$ cat src/sbb_pkg.sv
// Package for the separable 3x3 box blur: shared types and fixed constants.
// Used by sbb_window, sbb_out_fifo and the top level; depends on nothing.
package sbb_pkg;

  // Configuration register width and address map
  localparam int CFG_W      = 13;
  localparam int CFG_ADDR_W = 3;
  localparam logic REG_FRAME_WIDTH  = 1'b0;
  localparam logic REG_FRAME_HEIGHT = 1'b1;

  // Frame geometry limits
  localparam int MAX_HEIGHT = 4096;
  localparam int ROW_W      = 12;
  localparam int MIN_SIZE   = 3;

  // Input word kinds (carried on in_tuser)
  localparam logic OP_PIXEL = 1'b0;
  localparam logic OP_DRAIN = 1'b1;

  // Result queue sizing
  localparam int FIFO_DEPTH = 8;
  localparam int FIFO_PTR_W = 3;
  localparam int FIFO_CNT_W = 4;

  // Per-word control tag that travels down the pipeline
  typedef struct packed {
    logic vld;        // stage holds a word
    logic is_pix;     // pixel word (else drain tick)
    logic emit;       // word produces a first result
    logic two;        // word also produces the right-border result
    logic interior;   // first result is a real 3x3 average
    logic row_end;    // first result closes an output row
    logic frame_end;  // first result closes the frame
  } sbb_tag_t;

endpackage

$ cat src/sbb_window.sv
// Window arithmetic for the box blur: column sums, 3x3 sum and rounded divide by 9.
// Depends on sbb_pkg for the pipeline tag type.
module sbb_window import sbb_pkg::*; #(
  parameter int PIXEL_BITS = 16
) (
  input  logic                  clk,
  input  logic                  rst_n,
  input  sbb_tag_t              s1_tag,
  input  logic [PIXEL_BITS-1:0] s1_pix,
  input  logic [PIXEL_BITS-1:0] s1_row_a,
  input  logic [PIXEL_BITS-1:0] s1_row_b,
  output sbb_tag_t              s4_tag,
  output logic [PIXEL_BITS-1:0] s4_value
);

  localparam int CS_W    = PIXEL_BITS + 2;
  localparam int SUM_W   = PIXEL_BITS + 4;
  localparam int SHIFT   = SUM_W + 4;
  localparam int RECIP_W = SHIFT - 2;
  localparam int PROD_W  = SUM_W + RECIP_W;
  // ceil(2^SHIFT / 9): exact floor division by 9 for any SUM_W-bit dividend
  localparam longint unsigned RECIP_L = ((64'd1 << SHIFT) + 64'd8) / 64'd9;
  localparam logic [RECIP_W-1:0] RECIP = RECIP_W'(RECIP_L);

  logic [CS_W-1:0]   cs_r [3];
  logic [CS_W-1:0]   col_sum;
  logic [SUM_W-1:0]  sum_nxt;
  logic [SUM_W-1:0]  sum_r;
  logic [PROD_W-1:0] prod_r;
  sbb_tag_t          tag2_r, tag3_r, tag4_r;

  assign col_sum = CS_W'(s1_row_a) + CS_W'(s1_row_b) + CS_W'(s1_pix);

  // shift the column sums on pixel words only
  always_ff @(posedge clk) begin
    if (!rst_n) begin
      cs_r[0] <= '0;
      cs_r[1] <= '0;
      cs_r[2] <= '0;
    end else if (s1_tag.vld && s1_tag.is_pix) begin
      cs_r[0] <= cs_r[1];
      cs_r[1] <= cs_r[2];
      cs_r[2] <= col_sum;
    end
  end

  // rounding offset folded into the sum
  assign sum_nxt = SUM_W'(cs_r[0]) + SUM_W'(cs_r[1]) + SUM_W'(cs_r[2]) + SUM_W'(4);

  always_ff @(posedge clk) begin
    sum_r  <= sum_nxt;
    prod_r <= PROD_W'(sum_r) * PROD_W'(RECIP);
  end

  always_ff @(posedge clk) begin
    if (!rst_n) begin
      tag2_r <= '0;
      tag3_r <= '0;
      tag4_r <= '0;
    end else begin
      tag2_r <= s1_tag;
      tag3_r <= tag2_r;
      tag4_r <= tag3_r;
    end
  end

  assign s4_tag   = tag4_r;
  assign s4_value = tag4_r.interior ? prod_r[SHIFT +: PIXEL_BITS] : '0;

endmodule

$ cat config.mk
export PLATFORM = sky130hd
export DESIGN_NAME = sbb_window
export DESIGN_NICKNAME = d
export VERILOG_FILES = /design/src/sbb_pkg.sv /design/src/sbb_window.sv
export SDC_FILE = /design/constraint.sdc
export NUM_CORES = 1
export LEC_CHECK = 0
export BUFFER_PORTS_ARGS = -buffer_cell sky130_fd_sc_hd__buf_2
export CORE_MARGIN = 4
export CORE_UTILIZATION = 50
export CTS_CLUSTER_DIAMETER = 40
export DETAILED_ROUTE_END_ITERATION = 10
export PLACE_DENSITY = 0.77
export RECOVER_POWER = 100
export SLEW_MARGIN = 20
export SYNTH_ARGS = -nofsm -noshare
export SYNTH_HDL_FRONTEND = slang
export SYNTH_SLANG_ARGS = --single-unit
$ cat constraint.sdc
create_clock -name clk -period 11.93 [get_ports clk]
set_clock_uncertainty 0.1 [all_clocks]
set_input_delay 2.386 -clock clk [delete_from_list [all_inputs] [get_ports clk]]
set_output_delay 2.386 -clock clk [all_outputs]
set_load 0.1 [all_outputs]
==> results.yml, run 1 <==
clocking:
  htreeDepth: 3
  clk_pin_slew_ns: 0.09
  clk_path_buf_depth: 2
  hold_buffers: 0
  cts-root-buf: "clkbuf_16"
  tritoncts: "done"
  post-cts-setup-buffers: 0
  cts_buffers: 9
  clock_latency_ns: 0.37
  post_cts_resized: 0
  cts.sinks: 111
min_path:
  min_path_type: "flip-flop to flip-flop"
detailed_routing:
  vias: 7229
  drt_pass1_iterations: 6
  viasPerCell: 5.19
  drc: 0
  routedWlPerCell_um: 15.0
  drt_iter0_drc: 251
  drt_wl_total_um: 20900
  ant_nets: 0
placed_design:
  gp_congestion: 0.928
  place_inst: 1377
  placed_area_um2: 11600
  dp_hpwl_um: 17600
  io_buffers: 79
sta:
  setup_viol: 0
  tns_ns: 0
  clock.fmax_mhz: 174
  period_share_pct: 48.1
  finalHoldViolCount: 0
  slew_headroom_pct: -83.5
  drv_slew: 55
  hold-worst-slack_ns: 0.336
  rsz0062_at_grt: "false"
  tightest_slew_ns: 2.75
  fin_crit_ns: 5.73
setup_path:
  end_kind: "flip-flop"
  worstPathArrival_ns: 5.90
  worstPathMaxFanout: 6
  worst_ep_required_time_ns: 12.09
  crit_top_cell: "inv_1"
  crit_path_max_incr_delay_ns: 0.56
  cp_slowest_cell: "fa_1"
  worst-setup-path-type: "flip-flop to flip-flop"
  cp-start-kind: "flip-flop"
  cp_cell_sequence: "inv_1 > fa_1 > inv_1 > ha_1 > inv_1 > fa_1 > inv_1 > fa_1 > fa_1 > inv_1 > fa_1 > inv_1 > ha_1 > a21oi_1 > o21a_1 > o21ai_0 > nand3b_1 > o211a_1 > nand2b_1 > o311ai_0"
global_routing:
  grt_pass1_vias: 7569
  grt_max_degree: 55
  grt-ovfl-total: 0
  antenna_found_initial: 0
  grt_pass1_wl_um: 35800
  grtUsageTotal_pct: 18.1
synthesis:
  async_reset_ff_share_pct: 0
  synth_area_um2: 10900
  synth_ff_type: "dfxtp_1"
  ys_seq_area_share_pct: 25.2
  syn-num-nets: 1406
  synth_edf_count: 54
  synth_warnings: 0
  synth-seq-cells: 111
  synth.avg_cell_area_um2: 10.6
  synth.distinct_cells: 56
  syn_inst: 1034
final_layout:
  final_cell_mix: "ha_1 (190), inv_1 (186), fa_1 (125), dfxtp_1 (57), edfxtp_1 (54)"
  finish.instance_area_um2: 11900
  layout-drive-gt1-share_pct: 6.53
  nNetsFinal: 1485
  stdcell_count: 1393
  layout_commonest_cell: "ha_1"
  n_antenna_cell: 0
  fillers: 1849
  area_growth_pct: 8.72
floorplan:
  row_count: 53
  coreArea_um2: 21300
  die_x_um: 156
  die_y_um: 156
  io_pins: 80
  start_util_pct: 51.4
  die_area_um2: 24300
flow_run:
  drv_cap: 1
run_status:
  violations: "capacitance limit, slew limit"
  status: "complete, but fails checks"
layout make-up:
class | instances | area (µm²) | share of cell area, %
repair buffers | 81 | 370 | 3.11
inverters | 186 | 698 | 5.87
well taps | 275 | 344 | 2.89
clock buffers | 9 | 225 | 1.89
multi-input cells | 724 | 7400 | 62.2
clock inverters | 7 | 97.6 | 0.820
flip-flops and latches | 111 | 2760 | 23.2
metal layers:
layer	track usage (%)	part of all wire, %	vias to the layer above
met5	0	0	-
met4	5.84	2.0	0
met3	1.66	2.7	29
met2	31.8	50	125
met1	23.8	45	3458
li1	-	-	3617
Yosys cell counts (2+ instances only):
| cell type | instances | share of area (%) |
|---|---|---|
| o211a_1 | 2 | 0.18 |
| xnor2_1 | 27 | 2.2 |
| dfxtp_1 | 57 | 10 |
| clkbuf_1 | 12 | 0.41 |
| nor2b_1 | 7 | 0.40 |
| a21o_1 | 26 | 1.8 |
| o21ai_1 | 2 | 0.091 |
| a31oi_1 | 4 | 0.23 |
| o21ai_0 | 20 | 0.91 |
| nor3_1 | 23 | 1.1 |
| a22oi_1 | 2 | 0.14 |
| or3_1 | 2 | 0.11 |
| edfxtp_1 | 54 | 15 |
| o21bai_1 | 2 | 0.14 |
| and4_1 | 3 | 0.24 |
| and2_1 | 71 | 4.1 |
| inv_1 | 186 | 6.4 |
| nand2b_1 | 5 | 0.29 |
| and3_1 | 5 | 0.29 |
| a211oi_1 | 10 | 0.69 |
| fa_1 | 125 | 23 |
| ha_1 | 190 | 22 |
| o211ai_1 | 9 | 0.62 |
| o21a_1 | 6 | 0.41 |
| nand4_1 | 10 | 0.57 |
| a2111o_1 | 2 | 0.21 |
| a31o_2 | 2 | 0.16 |
| nor4_1 | 2 | 0.11 |
| nand2_1 | 31 | 1.1 |
| a21oi_1 | 36 | 1.6 |
| nand3_1 | 11 | 0.50 |
| o311ai_1 | 2 | 0.16 |
| a221oi_1 | 2 | 0.16 |
| nor2_1 | 45 | 1.5 |
| a2111oi_0 | 3 | 0.24 |
| xor2_1 | 18 | 1.4 |
logic make-up (layout without fill, tap and decap cells):
logic type	Yosys count	in the layout	share of synthesized area (%)
fa+ha+maj	315	315	44.6
simple gates	220	220	10.6
buf+inv	199	283	6.84
compound gates	144	144	9.11
flops	111	111	25.2
xor+xnor	45	45	3.60
final timing paths:
kind,from,endpoint,slack [ns],cells past startpoint
worst max-delay path,sum_r[1],prod_r[33],6.20,20
worst max register to register,sum_r[1],prod_r[33],6.20,20
worst min-delay path,tag3_r[5],s4_tag[5],0.34,1
worst min register to register,tag3_r[5],s4_tag[5],0.34,1
critical path, delay by kind of cell (launching register included):
kind            cells  cell delay [ns]
compound gates      5             1.06
fa+ha+maj           7             3.32
buf+inv             6             0.39
flops               1             0.40
simple gates        2             0.38
registers in the layout, indices dropped and copies added, names as in the netlist:
| register | flops |
|---|---|
| prod_r | 16 |
| s4_tag | 7 |
| sum_r | 20 |
| tag2_r | 7 |
| tag3_r | 7 |
| cs_r | 54 |
through the flow:
| stage | utilization (%) | worst slack [ns] |
|---|---|---|
| floorplan | - | 6.66 |
| global placement | 54.7 | 6.40 |
| detailed placement | 54.7 | 6.24 |
| CTS | 56.2 | 6.22 |
| global route | 55.9 | 5.86 |
| finish | 55.9 | 6.20 |
Power of run 1 is not shown: default switching activity piles up to over one toggle a cycle in this logic, so the estimate is an artifact.
==> inputs of run 2 (changes only) <==
--- a/config.mk
+++ b/config.mk
@@ -5,6 +5,7 @@
 export SDC_FILE = /design/constraint.sdc
 export NUM_CORES = 1
 export LEC_CHECK = 0
+export ABC_AREA = 1
 export BUFFER_PORTS_ARGS = -buffer_cell sky130_fd_sc_hd__buf_2
 export CORE_MARGIN = 4
 export CORE_UTILIZATION = 50
==> constraint.sdc (replaced) <==
create_clock -name clk -period 5.6 [get_ports clk]
set_clock_uncertainty 0.1 [all_clocks]
set_input_delay 1.12 -clock clk [delete_from_list [all_inputs] [get_ports clk]]
set_output_delay 1.12 -clock clk [all_outputs]
set_load 0.1 [all_outputs]
==> results.yml, run 2 <==
clocking:
  post_cts_resized: 0
  hold_buffers: 0
  cts-root-buf: "clkbuf_16"
  clk_path_buf_depth: 2
  clk_pin_slew_ns: 0.08
  tritoncts: "done"
  htreeDepth: 3
  clock_latency_ns: 0.36
  cts_buffers: 9
  post-cts-setup-buffers: 0
  cts.sinks: 111
final_layout:
  reg.largest.list: "cs_r: 54 flops, sum_r: 20 flops, prod_r: 16 flops"
  nNetsFinal: 1915
  area_growth_pct: 8.26
  fillers: 2218
  layout_commonest_cell: "inv_1"
  largest_reg_flops: 54
  n_antenna_cell: 0
  layout-drive-gt1-share_pct: 5.56
  regMostFlops: "cs_r"
  final_cell_mix: "inv_1 (367), nand2_1 (305), ha_1 (190), nor2_1 (125), fa_1 (125)"
setup_path:
  end_kind: "flip-flop"
  worst_ep_required_time_ns: 5.76
  worstPathArrival_ns: 5.27
  cp-start-kind: "flip-flop"
  rr_worst_depth: 18
  worstPathMaxFanout: 4
  worst-setup-path-type: "flip-flop to flip-flop"
min_path:
  min_path_type: "flip-flop to flip-flop"
  hold_depth: 2
synthesis:
  async_reset_ff_share_pct: 0
  synth.avg_cell_area_um2: 8.25
  synth_warnings: 0
  ys_top_cells_by_area: "fa_1 (21%), ha_1 (20%), edfxtp_1 (13%)"
  synth_ff_type: "dfxtp_1"
  synth_area_um2: 12100
  synth.distinct_cells: 34
  synth_commonest_cells: "inv_1 (366), nand2_1 (301), ha_1 (190)"
  synth-seq-cells: 111
  syn-num-nets: 1833
  ys_seq_area_share_pct: 22.9
  yosysTopAreaCellShare_pct: 20.8
  synth_edf_count: 54
  synthMostInstantiatedCell: "inv_1"
  yosysTopAreaCell: "fa_1"
  syn_inst: 1461
detailed_routing:
  drt_wl_total_um: 24900
  drt_pass1_iterations: 5
  drc: 0
  routedWlPerCell_um: 13.3
  vias: 9127
  ant_nets: 0
  drt_iter0_drc: 474
  viasPerCell: 4.89
floorplan:
  row_count: 56
  io_pins: 80
  start_util_pct: 51.0
  die_area_um2: 26700
  die_x_um: 163
  die_y_um: 163
  coreArea_um2: 23600
flow_run:
  drv_cap: 1
placed_design:
  io_buffers: 79
  gp_congestion: 0.960
  dp_hpwl_um: 21500
run_status:
  violations: "capacitance limit, slew limit"
  status: "complete, but fails checks"
sta:
  finalHoldViolCount: 0
  clock.fmax_mhz: 196
  period_share_pct: 91.2
  tightest_slew_ns: 2.76
  drv_slew: 55
  rsz0062_at_grt: "false"
  setup_viol: 0
  fin_crit_ns: 5.11
  tns_ns: 0
  slew_headroom_pct: -83.8
global_routing:
  grtUsageTotal_pct: 20.0
  antenna_found_initial: 0
  grt_max_degree: 55
  grt_pass1_wl_um: 43300
  grt_pass1_vias: 9519
  grt-ovfl-total: 0
==> run 2: metrics by stage <==
stage | cell area [µm²] | hold slack (ns) | std cells | util [%] | worst slack [ns]
2_1_floorplan | 12100 | 0.290 | 1461 | - | 0.795
3_3_place_gp | 12800 | 0.293 | 1851 | 54.3 | 0.582
3_5_place_dp | 12800 | 0.300 | 1851 | 54.3 | 0.519
4_1_cts | 13100 | 0.323 | 1867 | 55.6 | 0.509
5_1_grt | 13000 | 0.340 | 1867 | 55.3 | 0.154
6_report | 13000 | 0.319 | 1867 | 55.3 | 0.494
==> run 2: per-layer routing <==
layer  GRT usage, %  share of wire, %
met5              0                 0
met4           7.21               3.3
met3           2.45               3.9
met2           36.0                50
met1           24.8                43
==> run 2: area by class of cell <==
type,instances,area [µm²],area share (%)
multi-input cells,973,7840,60.1
well taps,319,399,3.06
repair buffers,80,364,2.79
clock inverters,7,73.8,0.566
clock buffers,9,225,1.73
flip-flops and latches,111,2760,21.2
inverters,368,1380,10.6
==> run 2: path summary, 6_finish.rpt <==
check	from	end	slack, ns
setup / recovery	sum_r[15]	prod_r[34]	0.49
hold / removal	tag3_r[3]	s4_tag[3]	0.32
setup reg to reg	sum_r[15]	prod_r[34]	0.49
hold reg to reg	tag3_r[3]	s4_tag[3]	0.32
==> run 2: kinds of logic (layout without fill, tap and decap cells) <==
logic type | after synthesis | in the layout | share of synthesized area (%)
AND/OR/NAND/NOR | 517 | 517 | 17.8
buffers and inverters | 377 | 464 | 11.8
adder cells (fa/ha/maj) | 315 | 315 | 40.5
AO/OA/AOI/OAI | 118 | 118 | 5.37
flip-flops | 111 | 111 | 22.9
XOR/XNOR | 23 | 23 | 1.67
==> run 2: worst max-delay path: stages, from the launching register on <==
cell     delay [ns]
dfxtp_1        0.49
fa_1           0.51
ha_1           0.36
fa_1           0.54
fa_1           0.49
inv_1          0.05
fa_1           0.51
fa_1           0.56
inv_1          0.04
ha_1           0.38
inv_1          0.11
o21ai_0        0.31
nand2_1        0.10
nand2_1        0.09
nand2_1        0.05
nand2_1        0.10
a21oi_1        0.07
nand3_1        0.09
nand2_1        0.05
Power of run 2 is left out for the same reason.
