**src/sbb_pkg.sv**
```systemverilog
// Package for the separable 3x3 box blur: shared types and fixed constants.
// Used by sbb_window, sbb_out_fifo and the top level; depends on nothing.
package sbb_pkg;

  // Configuration register width and address map
  localparam int CFG_W      = 13;
  localparam int CFG_ADDR_W = 3;
  localparam logic REG_FRAME_WIDTH  = 1'b0;
  localparam logic REG_FRAME_HEIGHT = 1'b1;

  // Frame geometry limits
  localparam int MAX_HEIGHT = 4096;
  localparam int ROW_W      = 12;
  localparam int MIN_SIZE   = 3;

  // Input word kinds (carried on in_tuser)
  localparam logic OP_PIXEL = 1'b0;
  localparam logic OP_DRAIN = 1'b1;

  // Result queue sizing
  localparam int FIFO_DEPTH = 8;
  localparam int FIFO_PTR_W = 3;
  localparam int FIFO_CNT_W = 4;

  // Per-word control tag that travels down the pipeline
  typedef struct packed {
    logic vld;        // stage holds a word
    logic is_pix;     // pixel word (else drain tick)
    logic emit;       // word produces a first result
    logic two;        // word also produces the right-border result
    logic interior;   // first result is a real 3x3 average
    logic row_end;    // first result closes an output row
    logic frame_end;  // first result closes the frame
  } sbb_tag_t;

endpackage

```
**src/sbb_out_fifo.sv**
```systemverilog
// Result queue for the box blur: takes up to two words a cycle, hands out one.
// Depends on sbb_pkg for depth and pointer widths.
module sbb_out_fifo import sbb_pkg::*; #(
  parameter int DATA_W = 19
) (
  input  logic              clk,
  input  logic              rst_n,
  input  logic              push0,
  input  logic [DATA_W-1:0] data0,
  input  logic              push1,
  input  logic [DATA_W-1:0] data1,
  output logic              out_valid,
  input  logic              out_ready,
  output logic [DATA_W-1:0] out_data
);

  logic [DATA_W-1:0]     ent_r [FIFO_DEPTH];
  logic [FIFO_PTR_W-1:0] wr_ptr_r, wr_ptr_nxt;
  logic [FIFO_PTR_W-1:0] rd_ptr_r, rd_ptr_nxt;
  logic [FIFO_CNT_W-1:0] cnt_r, cnt_nxt;
  logic [FIFO_PTR_W-1:0] wr_ptr_p1;
  logic                  pop;

  assign pop       = out_valid && out_ready;
  assign wr_ptr_p1 = wr_ptr_r + 1'b1;

  always_ff @(posedge clk) begin
    if (push0) begin
      ent_r[wr_ptr_r] <= data0;
    end
    if (push1) begin
      ent_r[wr_ptr_p1] <= data1;
    end
  end

  always_comb begin
    wr_ptr_nxt = wr_ptr_r + FIFO_PTR_W'(push0) + FIFO_PTR_W'(push1);
    rd_ptr_nxt = rd_ptr_r + FIFO_PTR_W'(pop);
    cnt_nxt    = cnt_r + FIFO_CNT_W'(push0) + FIFO_CNT_W'(push1) - FIFO_CNT_W'(pop);
  end

  always_ff @(posedge clk) begin
    if (!rst_n) begin
      wr_ptr_r <= '0;
      rd_ptr_r <= '0;
      cnt_r    <= '0;
    end else begin
      wr_ptr_r <= wr_ptr_nxt;
      rd_ptr_r <= rd_ptr_nxt;
      cnt_r    <= cnt_nxt;
    end
  end

  assign out_valid = (cnt_r != '0);
  assign out_data  = ent_r[rd_ptr_r];

endmodule

```
**config.mk**
```make
export PLATFORM = sky130hd
export DESIGN_NAME = sbb_out_fifo
export DESIGN_NICKNAME = d
export VERILOG_FILES = /design/src/sbb_pkg.sv /design/src/sbb_out_fifo.sv
export SDC_FILE = /design/constraint.sdc
export NUM_CORES = 1
export LEC_CHECK = 0
export ABC_AREA = 0
export BUFFER_PORTS_ARGS = -buffer_cell sky130_fd_sc_hd__buf_2
export CORE_MARGIN = 2
export CORE_UTILIZATION = 31
export DETAILED_ROUTE_END_ITERATION = 16
export GPL_ROUTABILITY_DRIVEN = 0
export PLACE_DENSITY = 0.47
export SYNTH_ARGS = -nofsm -noshare
export SYNTH_HDL_FRONTEND = slang
export SYNTH_SLANG_ARGS = --single-unit
```
**constraint.sdc**
```tcl
create_clock -name clk -period 2.81 [get_ports clk]
set_input_delay 0.843 -clock clk [delete_from_list [all_inputs] [get_ports clk]]
set_output_delay 0.843 -clock clk [all_outputs]
set_load 0.05 [all_outputs]
```
==> run metrics, run 1 <==
Die Wd around 170 µm; Hold Slack between 0.6 and 0.7 ns; fin. max-slew vios 0; worst hold path class register to register; critical path arrival between 2 and 2.5 ns; largest net degree at the start of global routing 29; htree depth 4; WL final 20800 µm; FF-to-FF Start wr_ptr_r[0]$_SDFF_PN0_; Sw Share slightly above 30%; Placed Area between 9000 and 10000 µm²; crit share post-route 103%; Internal Power around 5.7 mW; DRC 0; failing checks setup timing; total track usage 15.6%; via density per instance around 4.9; initial core utilization between 30% and 40%; first-pass GRT wire length 31600 µm; critical path class register to primary output; Longest Clk Path Bufs 2; number of diodes 0; finished layout cell area roughly 10000 µm²; maximum clock rate around 0.35 GHz; setup total negative slack -0.597 ns; CTS Hold Bufs 0; GRT overflow 0; total of max-cap violations 0; number of antenna violations at the first check in global routing 0; Die Footprint between 20000 and 30000 µm²; Placeable Area ~26000 µm²; HPWL after detailed placement 13700 µm; Seq. cell area around 4800 µm²; CP required 1.97 ns; share of cells above drive strength 1 between 60% and 70%; LEAKAGE 3.47 nW; Hold Path Depth 4; CTS Sinks 162; std cell rows 59; Synth cell types 29; Slew HR between 50% and 60%; sequential share of power a little under two fifths; Final #Nets between 600 and 700; clock network power share 27.6%; height of the chip approximately 170 µm; CTS tree yes; filler instances approximately 2.4k; termination of the worst setup path out_data[15]; Post-Syn Nets 518; Tightest Pin Transition 0.710 ns; IR drop worst, VDD roughly 380 µV; post-layout min period 2.90 ns; Post-Syn Instances approximately 460; R2R setup slack around 0.24 ns; drt first pass iters 4; clock skew just over 0.008 ns; WL/cell approximately 23 µm; # setup viols final 13; Logic pwr share 35.8%; Seq/Total Area, Yosys about three fifths; vias around 4.5k; Netlist Area Pre-Place ~8200 µm²; Clock Latency Late Sink 0.42 ns; crit path launch rd_ptr_r[0]$_SDFF_PN0_; largest fanout on the critical path 6; RSZ-0062 raised after global routing yes; endpoint type of the worst setup path primary output; initial DRC count 321; Worst Setup Slack, final -0.0850 ns; Final Hold Violating Endpoints 0; vias in the first global route around 5.0k; I/O pin count 63; Seq cells post-synth ~160; area delta synth->final 23.5%; outcome complete, but fails checks; synth warn 0; switching component of the power 2.59 mW; reg2reg end ent_r[0][10]$_DFFE_PP_; CP Launch Type register; clk slew on worst S/H paths 0.06 ns; ANT nets after route 0; # port buffers 62; CTS buffer count 17; pwr/cell area approximately 830 nW/µm²; worst reg-to-reg path cell count 6; area occupied by multi-input gates between 3000 and 4000 µm²; Post-Syn Area per Cell 17.6 µm²; root buf cell clkbuf_16
==> layout make-up <==
| class | instances | area share (%) |
|---|---|---|
| timing repair buffer | 107 | 9.21 |
| sequential | 162 | 47.3 |
| clock inverter | 12 | 1.34 |
| inverter | 9 | 0.335 |
| multi-input combinational | 269 | 33.2 |
| tap | 335 | 4.16 |
| clock buffer | 20 | 4.43 |
==> Yosys cell counts (all sizes together) <==
master	instances	area, µm²
nand2	8	30.0
or2	2	12.5
nor2	5	28.8
nor2b	1	6.26
mux2	171	1930
xor2	4	35.0
nand2b	3	18.8
edfxtp	152	4560
a21o	1	7.51
a21oi	1	5.00
fa	3	60.1
ha	8	100
mux4	38	856
nand3	1	5.00
nand3b	1	7.51
nor3b	1	7.51
buf	17	103
xnor2	1	8.76
o21ai	2	10.0
mux2i	1	10.0
inv	9	33.8
o22ai	4	25.0
dfxtp	10	200
clkbuf	7	26.3
and2	9	56.3
nor3	4	20.0
==> flip-flops by register name, indices dropped and copies added (netlist names) <==
register,flops
ent_r,152
cnt_r,4
rd_ptr_r,3
wr_ptr_r,3
==> worst max-delay path, cell delays in order, from the launching register on <==
cell     delay (ns)
dfxtp_4        0.41
buf_12         0.14
buf_16         0.14
mux4_2         0.51
mux2_4         0.28
buf_8          0.15
==> worst min-delay path by stage <==
stage,slack (ns),start,end
finish,0.66,cnt_r[3]$_SDFF_PN0_,cnt_r[3]$_SDFF_PN0_
global route,0.71,wr_ptr_r[2]$_SDFF_PN0_,wr_ptr_r[2]$_SDFF_PN0_
CTS,0.67,cnt_r[3]$_SDFF_PN0_,cnt_r[3]$_SDFF_PN0_
detailed placement,0.65,wr_ptr_r[2]$_SDFF_PN0_,wr_ptr_r[2]$_SDFF_PN0_
global placement,0.63,cnt_r[3]$_SDFF_PN0_,cnt_r[3]$_SDFF_PN0_
floorplan,0.57,rd_ptr_r[0]$_SDFF_PN0_,rd_ptr_r[0]$_SDFF_PN0_
==> power by group through the flow <==
stage | registers, mW | clock network [mW] | logic (mW)
floorplan | 3.06 | 0 | 1.80
global placement | 3.08 | 0 | 2.52
detailed placement | 3.10 | 0 | 2.54
CTS | 3.06 | 2.35 | 3.05
global route | 3.08 | 2.46 | 3.17
finish | 3.05 | 2.30 | 2.98
==> layout by cell type, fill, tap and decap left out, types with 9 or more instances in the layout <==
| cell | instances |
|---|---|
| buf_6 | 10 |
| clkbuf_16 | 17 |
| mux2_4 | 18 |
| and2_1 | 9 |
| inv_1 | 9 |
| buf_8 | 9 |
| buf_2 | 43 |
| mux4_2 | 38 |
| edfxtp_1 | 152 |
| buf_4 | 36 |
| mux2_2 | 153 |
==> per-stage QoR <==
stage	total power, mW	instances	utilization, %	setup slack, ns
final	8.33	914	38.8	-0.0850
after global routing	8.70	914	38.8	-0.152
after CTS	8.45	914	38.8	-0.114
after detailed placement	5.64	877	35.3	0.156
after global placement	5.60	877	35.3	0.183
after floorplan	4.86	464	-	0.0490
==> cells by family after synthesis <==
group | after synthesis | share of synthesized area [%]
fa+ha+maj | 11 | 1.96
buf+inv | 33 | 1.99
flops | 162 | 58.4
mux | 210 | 34.2
simple gates | 35 | 2.36
compound gates | 8 | 0.582
xor+xnor | 5 | 0.536
==> metal layers <==
metal / GRT usage (%) / vias up / wire, µm
li1: - / 2064 / -
met1: 19.8 / 2367 / 9070
met2: 27.7 / 72 / 11000
met3: 3.10 / 10 / 620
met4: 3.45 / 0 / 138
met5: 0 / - / 0
==> repair_timing <==
item | CTS | global route
cloned | 3 | 0
setup endpoints to repair | 19 | 19
resized for setup | 64 | 5
buffers inserted | 2 | 1
(Power assumes the default switching activity.)
==> inputs of run 2 (changes only) <==
Settings changed: CORE_UTILIZATION 31 to 25, PLACE_DENSITY 0.47 to 0.4.
==> run 2 against run 1 <==
The flow still finishes with violations (setup timing); utilization is 7.4 points lower; critical path depth stayed put; wire length is 8.3% higher; via count is 0.97% lower; largest cell class unchanged.
==> run metrics, run 2 (synthesis gave the netlist of run 1 again) <==
filler instances 3227 (was 2396); clock skew 0.00812 ns (was 0.00806 ns); # setup viols final 19 (was 13); Placeable Area 32400 µm² (was 26000 µm²); CP required 1.97 ns (about the same); GRT overflow 0 (unchanged); CTS buffer count 17 (unchanged); via density per instance 4.42 (was 4.94); initial DRC count 242 (was 321); post-layout min period 2.90 ns (about the same); drt first pass iters 4 (unchanged); Final #Nets 609 (was 620); critical path arrival 2.06 ns (was 2.05 ns); height of the chip 185 µm (was 166 µm); htree depth 4 (unchanged); first-pass GRT wire length 32700 µm (was 31600 µm); vias 4469 (was 4513); crit share post-route 103% (about the same); Worst Setup Slack, final -0.0942 ns (was -0.0850 ns); critical path class register to primary output (unchanged); # port buffers 62 (unchanged); Final Hold Violating Endpoints 0 (unchanged); most frequent cells in the layout mux2_2 (160), edfxtp_1 (152), buf_2 (43) (was mux2_2 (153), edfxtp_1 (152), buf_2 (43)); Core Util, Final 31.4% (was 38.8%); largest net degree at the start of global routing 25 (was 29); WL/cell 22.3 µm (was 22.8 µm); CTS Hold Bufs 0 (unchanged); I/O pin count 63 (unchanged); Hold Slack 0.651 ns (was 0.663 ns); total of max-cap violations 0 (unchanged); finished layout cell area 10200 µm² (was 10100 µm²); pwr/cell area 835 nW/µm² (was 827 nW/µm²); fin. max-slew vios 0 (unchanged); HPWL after detailed placement 13400 µm (was 13700 µm); outcome complete, but fails checks (unchanged); vias in the first global route 4873 (was 5029); maximum clock rate 0.344 GHz (was 0.345 GHz); largest reg by FF count ent_r (unchanged); IR drop worst, VDD 399 µV (was 380 µV); CTS Sinks 162 (unchanged); commonest non-fill, non-tap cell in the layout mux2_2 (unchanged); RSZ-0062 raised after global routing yes (unchanged); Die Footprint 34100 µm² (was 27600 µm²); WL final 22500 µm (was 20800 µm); worst hold path class register to register (unchanged); initial core utilization 25.2% (was 31.4%); total track usage 13.8% (was 15.6%); Slew HR 53.2% (was 52.3%); share of cells above drive strength 1 61.4% (was 62.5%); Clock Latency Late Sink 0.43 ns (was 0.42 ns); CP Launch Type register (unchanged); top flop regs ent_r: 152 flops, cnt_r: 4 flops (unchanged); number of antenna violations at the first check in global routing 4 (was 0); CTS tree yes (unchanged); DRC 0 (unchanged); Tightest Pin Transition 0.697 ns (was 0.710 ns); largest fanout on the critical path 6 (unchanged); root buf cell clkbuf_16 (unchanged); number of flip-flops in the largest register 152 (unchanged); clk slew on worst S/H paths 0.07 ns (was 0.06 ns); Seq. cell area 4770 µm² (unchanged); area occupied by multi-input gates 3320 µm² (was 3350 µm²); Die Wd 185 µm (was 166 µm); std cell rows 66 (was 59); Placed Area 9280 µm² (was 9170 µm²); ANT nets after route 0 (unchanged); LEAKAGE 3.41 nW (was 3.47 nW); area delta synth->final 24.4% (was 23.5%); endpoint type of the worst setup path primary output (unchanged); Longest Clk Path Bufs 2 (unchanged); failing checks setup timing (unchanged)
-- run 2: cell count changes in the layout (fill, tap and decap cells not counted), moves of 2 or more --
cell       change
clkinv_1       +4
buf_6          +8
clkinv_2       -2
bufinv_16      +3
mux2_4         -7
buf_8          -8
mux2_2         +7
diode_2        +2
buf_12         +2
buf_4         -13
clkbuf_1       -2
-- run 2: worst paths after layout --
kind | startpoint | endpoint | slack (ns) | cells past startpoint
worst max-delay path | rd_ptr_r[0]$_SDFF_PN0_ | out_data[4] | -0.09 | 5
worst min register to register | cnt_r[3]$_SDFF_PN0_ | cnt_r[3]$_SDFF_PN0_ | 0.65 | 4
worst max register to register | wr_ptr_r[0]$_SDFF_PN0_ | ent_r[4][0]$_DFFE_PP_ | 0.41 | 6
worst min-delay path | cnt_r[3]$_SDFF_PN0_ | cnt_r[3]$_SDFF_PN0_ | 0.65 | 4
-- run 2: layer usage --
layer  share of wire (%)  global-route usage, %
met1                  43                   17.0
met2                  51                   24.1
met3                 5.3                   3.71
met4                 1.1                   3.37
met5               0.080                      0
-- run 2: through the flow --
stage	total power [mW]	std cells	TNS, ns	setup WS (ns)
floorplan	4.86	464	0	0.0490
global placement	5.64	975	0	0.189
finish	8.48	1012	-1.09	-0.0942
detailed placement	5.68	975	0	0.177
CTS	8.54	1008	-2.28	-0.155
global route	8.89	1012	-2.61	-0.160
-- run 2: area by class of cell --
type                            count  area share [%]
Antenna cell                        2          0.0493
Clock buffer                       17            4.19
Clock inverter                     15            2.11
Inverter                            9           0.333
Multi-Input combinational cell    269            32.7
Sequential cell                   162            47.0
Tap cell                          442            5.44
Timing Repair Buffer               96            8.25
-- run 2: critical path: stages, from the launching register on --
cell,delay [ns]
dfxtp_4,0.39
buf_12,0.13
buf_16,0.14
mux4_2,0.52
mux2_4,0.30
buf_8,0.15
-- run 2: power breakdown --
group	internal, mW	total [mW]	switching, mW
Combinational	1.33	2.89	1.56
Clock	1.57	2.54	0.975
Sequential	2.96	3.05	0.0860
-- run 2: timing repair --
action,in CTS,in global routing
cloned,1,1
setup buffers,0,1
setup endpoints to repair,19,19
resized for setup,46,6
==> inputs of run 3 (changes only) <==
==> constraint.sdc (replaced) <==
create_clock -name clk -period 2.81 [get_ports clk]
set_input_delay 0.281 -clock clk [delete_from_list [all_inputs] [get_ports clk]]
set_output_delay 0.281 -clock clk [all_outputs]
set_load 0.05 [all_outputs]
==> run 3 against run 2 <==
The run now ends clean; global-route usage about the same; final cell count is essentially flat; wire length fell by 1.6%; critical endpoint is now out_data[12]; largest cell class unchanged.
==> run metrics, run 3 (synthesis gave the netlist of run 1 again) <==
outcome finished clean (was complete, but fails checks); placed cells 977 (was 975); commonest non-fill, non-tap cell in the layout mux2_2 (unchanged); initial core utilization 25.2% (unchanged); WL met3 996 µm (was 1190 µm); number of flip-flops in the largest register 152 (unchanged); FF-to-FF Start wr_ptr_r[0]$_SDFF_PN0_ (unchanged); reg2reg end ent_r[1][9]$_DFFE_PP_ (was ent_r[4][0]$_DFFE_PP_); # port buffers 62 (unchanged); first-pass GRT wire length 32900 µm (was 32700 µm); RSZ-0062 raised after global routing no (was yes); IR drop worst, VDD 432 µV (was 399 µV); Slew HR 56.3% (was 53.2%); CP required 2.53 ns (was 1.97 ns); # setup viols final 0 (was 19); WL final 22200 µm (was 22500 µm); end point of the worst hold path cnt_r[3]$_SDFF_PN0_ (unchanged); largest net degree at the start of global routing 21 (was 25); top sig layer met5 (unchanged); Layout Cells excl Fill 1011 (was 1012); finished layout cell area 9890 µm² (was 10200 µm²); CP Launch Type register (unchanged); worst reg-to-reg path cell count 6 (unchanged); HPWL after detailed placement 13700 µm (was 13400 µm); post-layout min period 2.60 ns (was 2.90 ns); top flop regs ent_r: 152 flops, cnt_r: 4 flops (unchanged); Clock Latency Late Sink 0.44 ns (was 0.43 ns); setup total negative slack 0 ns (was -1.09 ns); clock skew 0.00846 ns (was 0.00812 ns); maximum clock rate 0.385 GHz (was 0.344 GHz); Final Hold Violating Endpoints 0 (unchanged); Tightest Pin Transition 0.650 ns (was 0.697 ns); filler instances 3230 (was 3227); drt first pass iters 4 (unchanged); vias in the first global route 4959 (was 4873); Core Util, Final 30.5% (was 31.4%); root buf cell clkbuf_16 (unchanged); Longest Clk Path Bufs 2 (unchanged); CTS buffer count 17 (unchanged); Die Wd 185 µm (unchanged); Hold Crit Start rst_n (was cnt_r[3]$_SDFF_PN0_); WL met1 9900 µm (was 9690 µm); DRC 0 (unchanged); crit share post-route 92.4% (was 103%); GRT overflow 0 (unchanged); R2R setup slack 0.35 ns (was 0.41 ns); CTS tree yes (unchanged); worst hold path class primary input to register (was register to register); CTS Hold Bufs 0 (unchanged); area delta synth->final 21.1% (was 24.4%); Final #Nets 608 (was 609); critical path arrival 2.32 ns (was 2.06 ns); Hold Slack 0.175 ns (was 0.651 ns); Hold Path Depth 3 (was 4); Met2 Routed Length 11000 µm (was 11400 µm); htree depth 4 (unchanged); clk slew on worst S/H paths 0.07 ns (about the same); most frequent cells in the layout mux2_2 (171), edfxtp_1 (152), buf_2 (62) (was mux2_2 (160), edfxtp_1 (152), buf_2 (43)); CTS resizes 0 (was 46); fin. max-slew vios 0 (unchanged); endpoint type of the worst setup path primary output (unchanged); setup bufs post-CTS 0 (unchanged); largest fanout on the critical path 17 (was 6); Placeable Area 32400 µm² (unchanged); critical path class register to primary output (unchanged); pwr/cell area 815 nW/µm² (was 835 nW/µm²); Placed Area 9270 µm² (was 9280 µm²); CTS Sinks 162 (unchanged); WL/cell 21.9 µm (was 22.3 µm); height of the chip 185 µm (unchanged); share of cells above drive strength 1 61.6% (was 61.4%); LEAKAGE 3.31 nW (was 3.41 nW); number of antenna violations at the first check in global routing 2 (was 4); total track usage 13.8% (about the same); total of max-cap violations 0 (unchanged); initial DRC count 265 (was 242); via density per instance 4.51 (was 4.42); ANT nets after route 0 (unchanged); vias 4556 (was 4469); Die Footprint 34100 µm² (unchanged); I/O pin count 63 (unchanged); largest reg by FF count ent_r (unchanged); std cell rows 66 (unchanged)
==> run 3: cell count changes in the layout (fill, tap and decap cells not counted), sizes merged <==
cell / before / now
bufinv: 5 / 4
clkbuf: 18 / 17
clkinv: 6 / 7
==> run 3: metal layers <==
layer  GRT usage (%)  vias to the layer above
met4            4.38                        2
met2            23.1                       91
met3            2.92                       22
li1                -                     2050
met5               0                        -
met1            17.8                     2391
==> run 3: critical path, stage by stage (launching register included) <==
cell     delay [ns]
dfxtp_2        0.56
buf_12         0.26
mux4_2         0.52
mux2_2         0.30
buf_2          0.22
==> run 3: stage by stage <==
step / power, mW / setup WS (ns)
global route: 8.43 / 0.0951
detailed placement: 5.69 / 0.360
finish: 8.06 / 0.213
CTS: 8.19 / 0.133
global placement: 5.66 / 0.436
floorplan: 4.86 / 0.249
==> run 3: how the worst max path moves through the flow <==
stage	start	slack [ns]	end	cells past startpoint
2_1_floorplan	cnt_r[2]$_SDFF_PN0_	0.25	cnt_r[2]$_SDFF_PN0_	10
3_3_place_gp	wr_ptr_r[0]$_SDFF_PN0_	0.44	ent_r[1][9]$_DFFE_PP_	6
5_1_grt	rd_ptr_r[0]$_SDFF_PN0_	0.1	out_data[7]	4
6_report	rd_ptr_r[0]$_SDFF_PN0_	0.21	out_data[12]	4
4_1_cts	rd_ptr_r[0]$_SDFF_PN0_	0.13	out_data[7]	4
3_5_place_dp	wr_ptr_r[0]$_SDFF_PN0_	0.36	ent_r[1][15]$_DFFE_PP_	6
==> run 3: area by class of cell <==
class                           instances  area [µm²]  area share, %
Clock buffer                           17         425           4.30
Timing Repair Buffer                   95         633           6.40
Antenna cell                            2        5.00         0.0506
Sequential cell                       162        4770           48.2
Multi-Input combinational cell        269        3280           33.2
Inverter                                9        33.8          0.342
Clock inverter                         15         190           1.92
Tap cell                              442         553           5.59
==> run 3: power by group <==
group	switching [mW]	leakage, nW	internal (mW)
clock	0.990	0.292	1.48
combinational	1.44	1.54	1.06
sequential	0.131	1.48	2.96
total	2.56	3.31	5.49
